## src/hw/rtl/apsp_pkg.sv

```systemverilog
// Shared constants for the all-pairs shortest path block.
package apsp_pkg;

    // Width of one stored distance; all ones marks an unreachable pair
    localparam int DIST_BITS       = 20;
    localparam int NODES_DEF       = 8;
    localparam int WEIGHT_BITS_DEF = 16;

    // Fixed port field widths
    localparam int VTX_BITS    = 3;
    localparam int WIN_BITS    = 16;
    localparam int S_DATA_BITS = 24;
    localparam int M_DATA_BITS = 24;

    localparam logic [DIST_BITS-1:0] DIST_INF = {DIST_BITS{1'b1}};

    // Item kinds carried in s_tuser
    localparam logic ACT_WRITE = 1'b0;
    localparam logic ACT_QUERY = 1'b1;

endpackage

```

## src/hw/rtl/apsp_wmem.sv

```systemverilog
// Edge weight store with per-entry valid bits; unwritten entries read as no edge.
module apsp_wmem #(
    parameter int NODES       = apsp_pkg::NODES_DEF,
    parameter int WEIGHT_BITS = apsp_pkg::WEIGHT_BITS_DEF,
    parameter int AW          = $clog2(NODES * NODES)
) (
    input  logic                   aclk,
    input  logic                   aresetn,
    input  logic                   wr_en,
    input  logic [AW-1:0]          wr_addr,
    input  logic [WEIGHT_BITS-1:0] wr_data,
    input  logic [AW-1:0]          rd_addr,
    output logic [WEIGHT_BITS-1:0] rd_data
);
    import apsp_pkg::*;

    localparam int DEPTH = NODES * NODES;
    localparam logic [WEIGHT_BITS-1:0] NO_EDGE = {WEIGHT_BITS{1'b1}};

    logic [WEIGHT_BITS-1:0] mem [DEPTH];
    logic [DEPTH-1:0]       vld_reg;
    logic [WEIGHT_BITS-1:0] rd_mem_reg;
    logic                   rd_vld_reg;

    // Storage write port and registered read port
    always_ff @(posedge aclk) begin
        if (wr_en) begin
            mem[wr_addr] <= wr_data;
        end
        rd_mem_reg <= mem[rd_addr];
    end

    // Valid bits, cleared at reset
    always_ff @(posedge aclk) begin
        if (!aresetn) begin
            vld_reg    <= '0;
            rd_vld_reg <= 1'b0;
        end else begin
            if (wr_en) begin
                vld_reg[wr_addr] <= 1'b1;
            end
            rd_vld_reg <= vld_reg[rd_addr];
        end
    end

    assign rd_data = rd_vld_reg ? rd_mem_reg : NO_EDGE;

endmodule

```

## src/hw/rtl/apsp_cell.sv

```systemverilog
// One distance cell of the rotating chain: holds an entry and takes its neighbor's.
module apsp_cell (
    input  logic                           aclk,
    input  logic                           shift_en,
    input  logic [apsp_pkg::DIST_BITS-1:0] d_in,
    output logic [apsp_pkg::DIST_BITS-1:0] d_out
);
    import apsp_pkg::*;

    logic [DIST_BITS-1:0] dist_reg;

    always_ff @(posedge aclk) begin
        if (shift_en) begin
            dist_reg <= d_in;
        end
    end

    assign d_out = dist_reg;

endmodule

```

## src/hw/rtl/apsp_relax.sv

```systemverilog
// One relaxation step: min(d_ij, d_ik + d_kj), skipping unreachable legs.
module apsp_relax (
    input  logic [apsp_pkg::DIST_BITS-1:0] d_ij,
    input  logic [apsp_pkg::DIST_BITS-1:0] d_ik,
    input  logic [apsp_pkg::DIST_BITS-1:0] d_kj,
    output logic [apsp_pkg::DIST_BITS-1:0] d_new
);
    import apsp_pkg::*;

    logic [DIST_BITS:0]   sum;
    logic [DIST_BITS-1:0] sum_sat;

    always_comb begin
        sum     = {1'b0, d_ik} + {1'b0, d_kj};
        // hold long paths just below the unreachable code
        sum_sat = (sum >= {1'b0, DIST_INF}) ? DIST_INF - 1'b1 : sum[DIST_BITS-1:0];
        if (d_ik == DIST_INF || d_kj == DIST_INF) begin
            d_new = d_ij;
        end else begin
            d_new = (sum_sat < d_ij) ? sum_sat : d_ij;
        end
    end

endmodule

```

## src/hw/rtl/all_pairs_shortest_path.sv

```systemverilog
// All-pairs shortest path (Floyd-Warshall) over a chain of distance cells.
//
// s_ channel: one item per transfer. s_tuser is the item kind (0 = store one
// edge weight, 1 = query one distance). A write is taken and gives
// no result. A query gives one result on the m_ channel.
// When the closure is current, a query waits for one full rotation of the
// distance chain to reach the wanted entry. After any in-range write the
// next query first rebuilds the closure: it loads the weights from the
// weight store, then relaxes one compare-add per cycle as the chain
// rotates past the single relax unit.
// A query for a vertex out of range skips all of this and answers unreachable.
// The block works on one item at a time; s_tready is high while it is idle,
// also when a finished result still waits in the m_ register.
// Reset clears all weights to no edge and marks the closure stale.
// When the receiver stalls, the result holds in the output register and a
// following query waits there until it is taken.
module all_pairs_shortest_path #(
    parameter int NODES       = apsp_pkg::NODES_DEF,
    parameter int WEIGHT_BITS = apsp_pkg::WEIGHT_BITS_DEF
) (
    input  logic                             aclk,
    input  logic                             aresetn,
    input  logic                             s_tvalid,
    output logic                             s_tready,
    // s_tdata: row[2:0], col[5:3], weight[21:6], zero fill
    input  logic [apsp_pkg::S_DATA_BITS-1:0] s_tdata,
    // s_tuser: action[0]
    input  logic                             s_tuser,
    output logic                             m_tvalid,
    input  logic                             m_tready,
    // m_tdata: distance[19:0], reachable[20], zero fill
    output logic [apsp_pkg::M_DATA_BITS-1:0] m_tdata
);
    import apsp_pkg::*;

    localparam int CELLS = NODES * NODES;
    localparam int AW    = $clog2(CELLS);
    localparam int IW    = $clog2(NODES);
    localparam int CW    = (WEIGHT_BITS > DIST_BITS) ? WEIGHT_BITS : DIST_BITS;
    localparam logic [WEIGHT_BITS-1:0] NO_EDGE = {WEIGHT_BITS{1'b1}};

    typedef enum logic [4:0] {
        ST_IDLE  = 5'b00001,
        ST_LOAD  = 5'b00010,
        ST_RELAX = 5'b00100,
        ST_SEEK  = 5'b01000,
        ST_DONE  = 5'b10000
    } state_t;

    state_t               state_reg;
    logic [IW-1:0]        i_reg, j_reg, k_reg;
    logic [AW-1:0]        lin_reg, tgt_reg;
    logic                 iss_done_reg;
    logic                 ld_v_reg;
    logic [IW-1:0]        ld_i_reg, ld_j_reg;
    logic                 stale_reg;
    logic [DIST_BITS-1:0] res_reg;
    logic                 m_tvalid_reg;
    logic [M_DATA_BITS-1:0] m_tdata_reg;

    logic [DIST_BITS-1:0] prow_cur_reg [NODES];
    logic [DIST_BITS-1:0] pcol_cur_reg [NODES];
    logic [DIST_BITS-1:0] prow_nxt_reg [NODES];
    logic [DIST_BITS-1:0] pcol_nxt_reg [NODES];
    logic [DIST_BITS-1:0] prow_nxt_next [NODES];
    logic [DIST_BITS-1:0] pcol_nxt_next [NODES];

    logic [DIST_BITS-1:0] cell_q [CELLS];
    logic [DIST_BITS-1:0] tail_in;
    logic                 shift_en;

    logic [VTX_BITS-1:0]    s_row, s_col;
    logic [WIN_BITS-1:0]    s_weight;
    logic                   s_xfer, in_range;
    logic [AW-1:0]          s_addr;
    logic [WEIGHT_BITS-1:0] rd_w;
    logic [CW-1:0]          rd_w_ext;
    logic [DIST_BITS-1:0]   ld_dist, relaxed, head;
    logic                   i_last, j_last, k_last, ld_last, lin_last;
    logic                   row_is_next, col_is_next;

    // Input field unpacking
    assign s_row    = s_tdata[VTX_BITS-1:0];
    assign s_col    = s_tdata[2*VTX_BITS-1:VTX_BITS];
    assign s_weight = s_tdata[2*VTX_BITS+WIN_BITS-1:2*VTX_BITS];
    assign s_tready = (state_reg == ST_IDLE);
    assign s_xfer   = s_tvalid && s_tready;
    assign in_range = (32'(s_row) < NODES) && (32'(s_col) < NODES);
    assign s_addr   = AW'(AW'(s_row) * AW'(NODES) + AW'(s_col));

    // Weight store
    apsp_wmem #(
        .NODES       (NODES),
        .WEIGHT_BITS (WEIGHT_BITS),
        .AW          (AW)
    ) u_wmem (
        .aclk    (aclk),
        .aresetn (aresetn),
        .wr_en   (s_xfer && s_tuser == ACT_WRITE && in_range),
        .wr_addr (s_addr),
        .wr_data (WEIGHT_BITS'(s_weight)),
        .rd_addr (lin_reg),
        .rd_data (rd_w)
    );

    // Weight to initial distance
    always_comb begin
        rd_w_ext = CW'(rd_w);
        if (ld_i_reg == ld_j_reg) begin
            ld_dist = '0;
        end else if (rd_w == NO_EDGE) begin
            ld_dist = DIST_INF;
        end else if (rd_w_ext >= CW'(DIST_INF)) begin
            ld_dist = DIST_INF - 1'b1;
        end else begin
            ld_dist = DIST_BITS'(rd_w_ext);
        end
    end

    // Distance chain; cell 0 is the head
    assign head = cell_q[0];

    for (genvar p = 0; p < CELLS; p++) begin : g_chain
        if (p == CELLS - 1) begin : g_tail
            apsp_cell u_cell (
                .aclk     (aclk),
                .shift_en (shift_en),
                .d_in     (tail_in),
                .d_out    (cell_q[p])
            );
        end else begin : g_body
            apsp_cell u_cell (
                .aclk     (aclk),
                .shift_en (shift_en),
                .d_in     (cell_q[p+1]),
                .d_out    (cell_q[p])
            );
        end
    end

    apsp_relax u_relax (
        .d_ij  (head),
        .d_ik  (pcol_cur_reg[i_reg]),
        .d_kj  (prow_cur_reg[j_reg]),
        .d_new (relaxed)
    );

    assign shift_en = (state_reg == ST_LOAD && ld_v_reg) || state_reg == ST_RELAX
                      || state_reg == ST_SEEK;

    always_comb begin
        unique case (state_reg)
            ST_LOAD:  tail_in = ld_dist;
            ST_RELAX: tail_in = relaxed;
            default:  tail_in = head;
        endcase
    end

    // Loop bounds
    assign i_last   = (i_reg == IW'(NODES - 1));
    assign j_last   = (j_reg == IW'(NODES - 1));
    assign k_last   = (k_reg == IW'(NODES - 1));
    assign ld_last  = (ld_i_reg == IW'(NODES - 1)) && (ld_j_reg == IW'(NODES - 1));
    assign lin_last = (lin_reg == AW'(CELLS - 1));
    assign row_is_next = ((IW+1)'(i_reg) == (IW+1)'(k_reg) + (IW+1)'(1));
    assign col_is_next = ((IW+1)'(j_reg) == (IW+1)'(k_reg) + (IW+1)'(1));

    // Pivot row and column for the next pass, caught as relaxed entries leave
    always_comb begin
        prow_nxt_next = prow_nxt_reg;
        pcol_nxt_next = pcol_nxt_reg;
        if (state_reg == ST_RELAX) begin
            if (row_is_next) begin
                prow_nxt_next[j_reg] = relaxed;
            end
            if (col_is_next) begin
                pcol_nxt_next[i_reg] = relaxed;
            end
        end
    end

    always_ff @(posedge aclk) begin
        prow_nxt_reg <= prow_nxt_next;
        pcol_nxt_reg <= pcol_nxt_next;
        if (state_reg == ST_LOAD && ld_v_reg) begin
            if (ld_i_reg == '0) begin
                prow_cur_reg[ld_j_reg] <= ld_dist;
            end
            if (ld_j_reg == '0) begin
                pcol_cur_reg[ld_i_reg] <= ld_dist;
            end
        end else if (state_reg == ST_RELAX && i_last && j_last) begin
            prow_cur_reg <= prow_nxt_next;
            pcol_cur_reg <= pcol_nxt_next;
        end
    end

    // Load pipeline tags and result payload
    always_ff @(posedge aclk) begin
        ld_i_reg <= i_reg;
        ld_j_reg <= j_reg;
        if (s_xfer) begin
            tgt_reg <= s_addr;
            if (!in_range) begin
                res_reg <= DIST_INF;
            end
        end else if (state_reg == ST_SEEK && lin_reg == tgt_reg) begin
            res_reg <= head;
        end
        if (state_reg == ST_DONE && (!m_tvalid_reg || m_tready)) begin
            m_tdata_reg <= M_DATA_BITS'({res_reg != DIST_INF, res_reg});
        end
    end

    // Control sequencer
    always_ff @(posedge aclk) begin
        if (!aresetn) begin
            state_reg    <= ST_IDLE;
            stale_reg    <= 1'b1;
            i_reg        <= '0;
            j_reg        <= '0;
            k_reg        <= '0;
            lin_reg      <= '0;
            iss_done_reg <= 1'b0;
            ld_v_reg     <= 1'b0;
            m_tvalid_reg <= 1'b0;
        end else begin
            ld_v_reg <= (state_reg == ST_LOAD) && !iss_done_reg;
            // output register: load a finished result, or drop one that was taken
            if (state_reg == ST_DONE && (!m_tvalid_reg || m_tready)) begin
                m_tvalid_reg <= 1'b1;
            end else if (m_tready) begin
                m_tvalid_reg <= 1'b0;
            end
            unique case (state_reg)
                ST_IDLE: begin
                    i_reg        <= '0;
                    j_reg        <= '0;
                    k_reg        <= '0;
                    lin_reg      <= '0;
                    iss_done_reg <= 1'b0;
                    if (s_xfer) begin
                        if (s_tuser == ACT_WRITE) begin
                            if (in_range) begin
                                stale_reg <= 1'b1;
                            end
                        end else if (!in_range) begin
                            state_reg <= ST_DONE;
                        end else if (stale_reg) begin
                            state_reg <= ST_LOAD;
                        end else begin
                            state_reg <= ST_SEEK;
                        end
                    end
                end
                ST_LOAD: begin
                    // issue one weight read per cycle, shift it in on the following cycle
                    if (!iss_done_reg) begin
                        lin_reg <= lin_reg + 1'b1;
                        j_reg   <= j_last ? '0 : j_reg + 1'b1;
                        if (j_last) begin
                            i_reg <= i_last ? '0 : i_reg + 1'b1;
                        end
                        if (i_last && j_last) begin
                            iss_done_reg <= 1'b1;
                        end
                    end
                    if (ld_v_reg && ld_last) begin
                        state_reg <= ST_RELAX;
                        i_reg     <= '0;
                        j_reg     <= '0;
                    end
                end
                ST_RELAX: begin
                    j_reg <= j_last ? '0 : j_reg + 1'b1;
                    if (j_last) begin
                        i_reg <= i_last ? '0 : i_reg + 1'b1;
                    end
                    if (i_last && j_last) begin
                        if (k_last) begin
                            state_reg <= ST_SEEK;
                            stale_reg <= 1'b0;
                            lin_reg   <= '0;
                        end else begin
                            k_reg <= k_reg + 1'b1;
                        end
                    end
                end
                ST_SEEK: begin
                    // one full turn leaves the chain aligned again
                    lin_reg <= lin_last ? '0 : lin_reg + 1'b1;
                    if (lin_last) begin
                        state_reg <= ST_DONE;
                    end
                end
                ST_DONE: begin
                    if (!m_tvalid_reg || m_tready) begin
                        state_reg <= ST_IDLE;
                    end
                end
                default: state_reg <= ST_IDLE;
            endcase
        end
    end

    assign m_tvalid = m_tvalid_reg;
    assign m_tdata  = m_tdata_reg;

    // Checks
    a_state_onehot: assert property (@(posedge aclk) disable iff (!aresetn)
        $onehot(state_reg))
        else $error("state register not one-hot");

    a_reach_flag: assert property (@(posedge aclk) disable iff (!aresetn)
        m_tvalid |-> (m_tdata[DIST_BITS] == (m_tdata[DIST_BITS-1:0] != DIST_INF)))
        else $error("reachable flag disagrees with distance");

    a_seek_fresh: assert property (@(posedge aclk) disable iff (!aresetn)
        (state_reg == ST_SEEK) |-> !stale_reg)
        else $error("lookup on a stale closure");

    a_closure_end: assert property (@(posedge aclk) disable iff (!aresetn)
        (state_reg == ST_RELAX && i_last && j_last && k_last) |=>
            (state_reg == ST_SEEK && !stale_reg && lin_reg == '0))
        else $error("closure did not hand over to lookup");

endmodule
```

## config.mk

```make
export PLATFORM = sky130hd
export DESIGN_NAME = all_pairs_shortest_path
export DESIGN_NICKNAME = d
export VERILOG_FILES = /design/src/hw/rtl/apsp_pkg.sv /design/src/hw/rtl/apsp_wmem.sv /design/src/hw/rtl/apsp_cell.sv /design/src/hw/rtl/apsp_relax.sv /design/src/hw/rtl/all_pairs_shortest_path.sv
export SDC_FILE = /design/constraint.sdc
export NUM_CORES = 2
export LEC_CHECK = 0
export ABC_AREA = 1
export BUFFER_PORTS_ARGS = -buffer_cell sky130_fd_sc_hd__buf_2
export CELL_PAD_IN_SITES_DETAIL_PLACEMENT = 1
export CELL_PAD_IN_SITES_GLOBAL_PLACEMENT = 1
export CORE_MARGIN = 2
export CORE_UTILIZATION = 56
export DETAILED_ROUTE_END_ITERATION = 10
export PLACE_DENSITY = 0.86
export SLEW_MARGIN = 10
export SYNTH_ARGS = -nofsm -noshare
export SYNTH_HDL_FRONTEND = slang
export SYNTH_HIERARCHICAL = 1
export SYNTH_SLANG_ARGS = --single-unit
export TNS_END_PERCENT = 50
```

## constraint.sdc

```tcl
create_clock -name aclk -period 93.9 [get_ports aclk]
set_clock_uncertainty 0.15 [all_clocks]
set_input_delay 9.39 -clock aclk [delete_from_list [all_inputs] [get_ports aclk]]
set_output_delay 9.39 -clock aclk [all_outputs]
set_load 0.005 [all_outputs]
```

==> reports/qor.csv <==
metric,value,unit
routedWlPerCell,28.7,um
synth.lib_cells_used.distinct,46,
hp-class,reg2reg,
synth_top_area_cell,sky130_fd_sc_hd__edfxtp_1,
worstSetupPathType,in2reg,
finalWorstSetupSlack,81.30,ns
drive_gt1_share,7.42,%
total_congestion_overflow_after_global_routing,0,
core_region_area,0.212,mm^2
syn_to_final_growth,10.5,%
clkPwrFrac,39.5,%
synth_async_sr_flop_share,0,%
crit_path_top_delay_cell,sky130_fd_sc_hd__nor2_2,
drt_pre_antenna_iters,6,
post-route-period-util,13.4,%
worst_path_most_repeated_cell,sky130_fd_sc_hd__nor2_1,
num_vias,80900,
final_period_minus_worst_setup_slack,12.60,ns
dieWidth,465,um
report.final.setup_viol,0,
fillers,20900,
first_global_vias,84100,
finalHoldViolCount,0,
largest_reg_flops,1260,
logic_gate_share_of_total_power,11.1,%
grt_start_max_net_pins,226,
switching_share,26.7,%
synth_area,0.119,mm^2
mean_area_per_synthesized_cell,12.1,um^2
hold_buffers,0,
timing.critical_path.slowest_cell_delay,0.94,ns
synth-edff-count,2671,
die_area,0.217,mm^2
detailedPlace.worstSlack,80.99,ns
cp-end-kind,flop,
total_chip_power,3.21,mW
top_level_ports,55,
yosysTopAreaCellShare,67.3,%
rsz0062_at_grt,no,
post_drt_via_cell_ratio,6.25,
ys_ff_latch,3102,
syn_inst_count,9828,
placement_rows,169,
synthTopCellsByArea,"sky130_fd_sc_hd__edfxtp_1 (67%), sky130_fd_sc_hd__nand2_1 (8.5%), sky130_fd_sc_hd__dfxtp_1 (7.2%), sky130_fd_sc_hd__nand3_1 (6.1%), sky130_fd_sc_hd__inv_1 (2.4%)",
grt_first_pass_wirelength,544000,um
timing.critical_path.arrival,13.24,ns
tritoncts_num_sinks,3102,
ys_seq_area_share,74.5,%
layout.core_utilization,62.2,%
grt_use_total,33.9,%
ys_top_cells_by_count,"sky130_fd_sc_hd__nand2_1 (2705), sky130_fd_sc_hd__edfxtp_1 (2671), sky130_fd_sc_hd__nand3_1 (1457), sky130_fd_sc_hd__inv_1 (764), sky130_fd_sc_hd__dfxtp_1 (431)",
timing.critical_path.required,94.54,ns
post-synth-top-count-cell,sky130_fd_sc_hd__nand2_1,
clock_tree_root,sky130_fd_sc_hd__clkbuf_16,
status,"finished, final reports clean",
vdd_ir_drop_max,0.0220,mV
setup_total_negative_slack,0,ns
max_freq,79.4,MHz
series_of_cell_instances_along_the_critical_path,buf_2 > inv_1 > nor3_1 > clkinv_1 > nor2_1 > inv_1 > nor2_2 > nor2_1 > nor2_1,
ctsLongestPathBuffers,4,
wirelength,372000,um
post_cts_setup_driven_buffer_insertion_count,0,
cts_resized,0,
drt_first_iter_violations,11100,
yosysWarningCount,6,
net-switching-power,0.857,mW
power_report.internal_total,2.35,mW
depth_of_the_cts_h_tree,5,
drtAntennaViolNets,0,
multiInputGateArea,0.0249,mm^2
die_h,465,um
timing.critical_path.fanout_max,17,
post-route-drc-count,0,
initial_utilization,56.3,%
relSlewSlack,9.82,%
post_cts_clock_slew_at_the_launch_and_capture_registers_of_the_worst_setup_and_hold_paths,0.07,ns
dp_wirelength,200000,um
worstSkewPairLatency,1.00,ns
final-max-slew-violation-count,0,
power.static_leakage,49.4,nW
power_per_cell_area,24.3,mW/mm^2
synth_ff_type,sky130_fd_sc_hd__edfxtp_1,
port_buffers,49,
gp_congestion,0.885,
initial_antenna_violation_count,20,
tritoncts,yes,
nets,9929,
layout.area.seq,0.0888,mm^2
worst_pin_slew,1.34,ns
crit_path_start_kind,input port,
seq_power_share,49.4,%
maxCapViolations,0,
cts_inserted_buffers,325,
==> final timing paths <==
kind | start | end | slack [ns] | cells past startpoint
worst min register to register | g_chain[40].g_body.u_cell/d_out[8]$_DFFE_PP_ | g_chain[39].g_body.u_cell/d_out[8]$_DFFE_PP_ | 0.18 | 0
worst max-delay path | s_tvalid | u_wmem/vld_reg[11]$_SDFFE_PN0P_ | 81.30 | 9
worst max register to register | i_reg[0]$_SDFFE_PN0P_ | pcol_cur_reg[24]$_DFFE_PP_ | 83.27 | 33
worst min-delay path | g_chain[40].g_body.u_cell/d_out[8]$_DFFE_PP_ | g_chain[39].g_body.u_cell/d_out[8]$_DFFE_PP_ | 0.18 | 0
==> cell type report <==
| cell class | count | area share, % |
|---|---|---|
| antenna | 12 | 0.0228 |
| clock buffer | 445 | 6.76 |
| clock inverter | 130 | 0.914 |
| inverter | 784 | 2.26 |
| multi-input combinational | 5452 | 18.9 |
| sequential | 3102 | 67.4 |
| tap | 2821 | 2.68 |
| timing repair buffer | 188 | 1.04 |
==> critical path: cells and delay by family <==
family,cells,cell delay (ns)
buffers and inverters,4,1.09
and+or+nand+nor,5,2.74
==> power by group through the flow <==
stage          registers (mW)  clock network [mW]  logic (mW)
2_1_floorplan            1.76                   0       0.201
3_3_place_gp             1.61                   0       0.309
3_5_place_dp             1.61                   0       0.328
4_1_cts                  1.59                1.27       0.340
5_1_grt                  1.59                1.32       0.371
6_report                 1.58                1.27       0.356
==> cells in the final DEF, fill, tap and decap left out, types with 8 or more instances in the layout <==
master / n
sky130_fd_sc_hd__edfxtp_1: 2671
sky130_fd_sc_hd__nor3_1: 26
sky130_fd_sc_hd__ha_1: 46
sky130_fd_sc_hd__inv_6: 8
sky130_fd_sc_hd__xnor2_1: 13
sky130_fd_sc_hd__and2_1: 161
sky130_fd_sc_hd__nor2_8: 15
sky130_fd_sc_hd__clkinv_2: 46
sky130_fd_sc_hd__a22oi_1: 35
sky130_fd_sc_hd__o21ai_0: 142
sky130_fd_sc_hd__o211ai_1: 16
sky130_fd_sc_hd__o22ai_1: 49
sky130_fd_sc_hd__nor2_1: 381
sky130_fd_sc_hd__clkbuf_1: 93
sky130_fd_sc_hd__nor2_2: 50
sky130_fd_sc_hd__inv_1: 759
sky130_fd_sc_hd__clkbuf_8: 22
sky130_fd_sc_hd__nand2_1: 2704
sky130_fd_sc_hd__diode_2: 12
sky130_fd_sc_hd__clkinv_1: 52
sky130_fd_sc_hd__a21oi_2: 13
sky130_fd_sc_hd__nand4_1: 67
sky130_fd_sc_hd__nand3_1: 1457
sky130_fd_sc_hd__dfxtp_1: 426
sky130_fd_sc_hd__bufinv_16: 20
sky130_fd_sc_hd__clkbuf_16: 330
sky130_fd_sc_hd__buf_2: 49
sky130_fd_sc_hd__inv_2: 12
sky130_fd_sc_hd__buf_4: 132
sky130_fd_sc_hd__o21ai_1: 69
sky130_fd_sc_hd__a21oi_1: 146
==> through the flow <==
stage,hold WS (ns),std cells,area (um^2)
after global routing,0.184,12900,132000
final,0.176,12900,132000
after detailed placement,0.255,12300,122000
after floorplan,0.200,9830,119000
after CTS,0.180,12900,132000
after global placement,0.251,12300,122000
==> routing by layer <==
layer / track usage, % / share of wire [%] / wire length [um]
met2: 55.0 / 48 / 177000
met1: 41.0 / 35 / 129000
met3: 7.70 / 9.9 / 36600
met5: 0 / 0.024 / 91
met4: 21.8 / 7.8 / 28800
==> cells by family after synthesis <==
group                      Yosys count  synth area share (%)
and+or+nand+nor                   4895                  17.8
other                                1               0.00315
AOI/OAI and AO/OA                  492                  2.29
DFF                               3102                  74.5
xor gates and xnor gates            15                 0.110
buffers and inverters             1276                  4.82
adders and majority gates           47                 0.500
(Power assumes the default switching activity.)
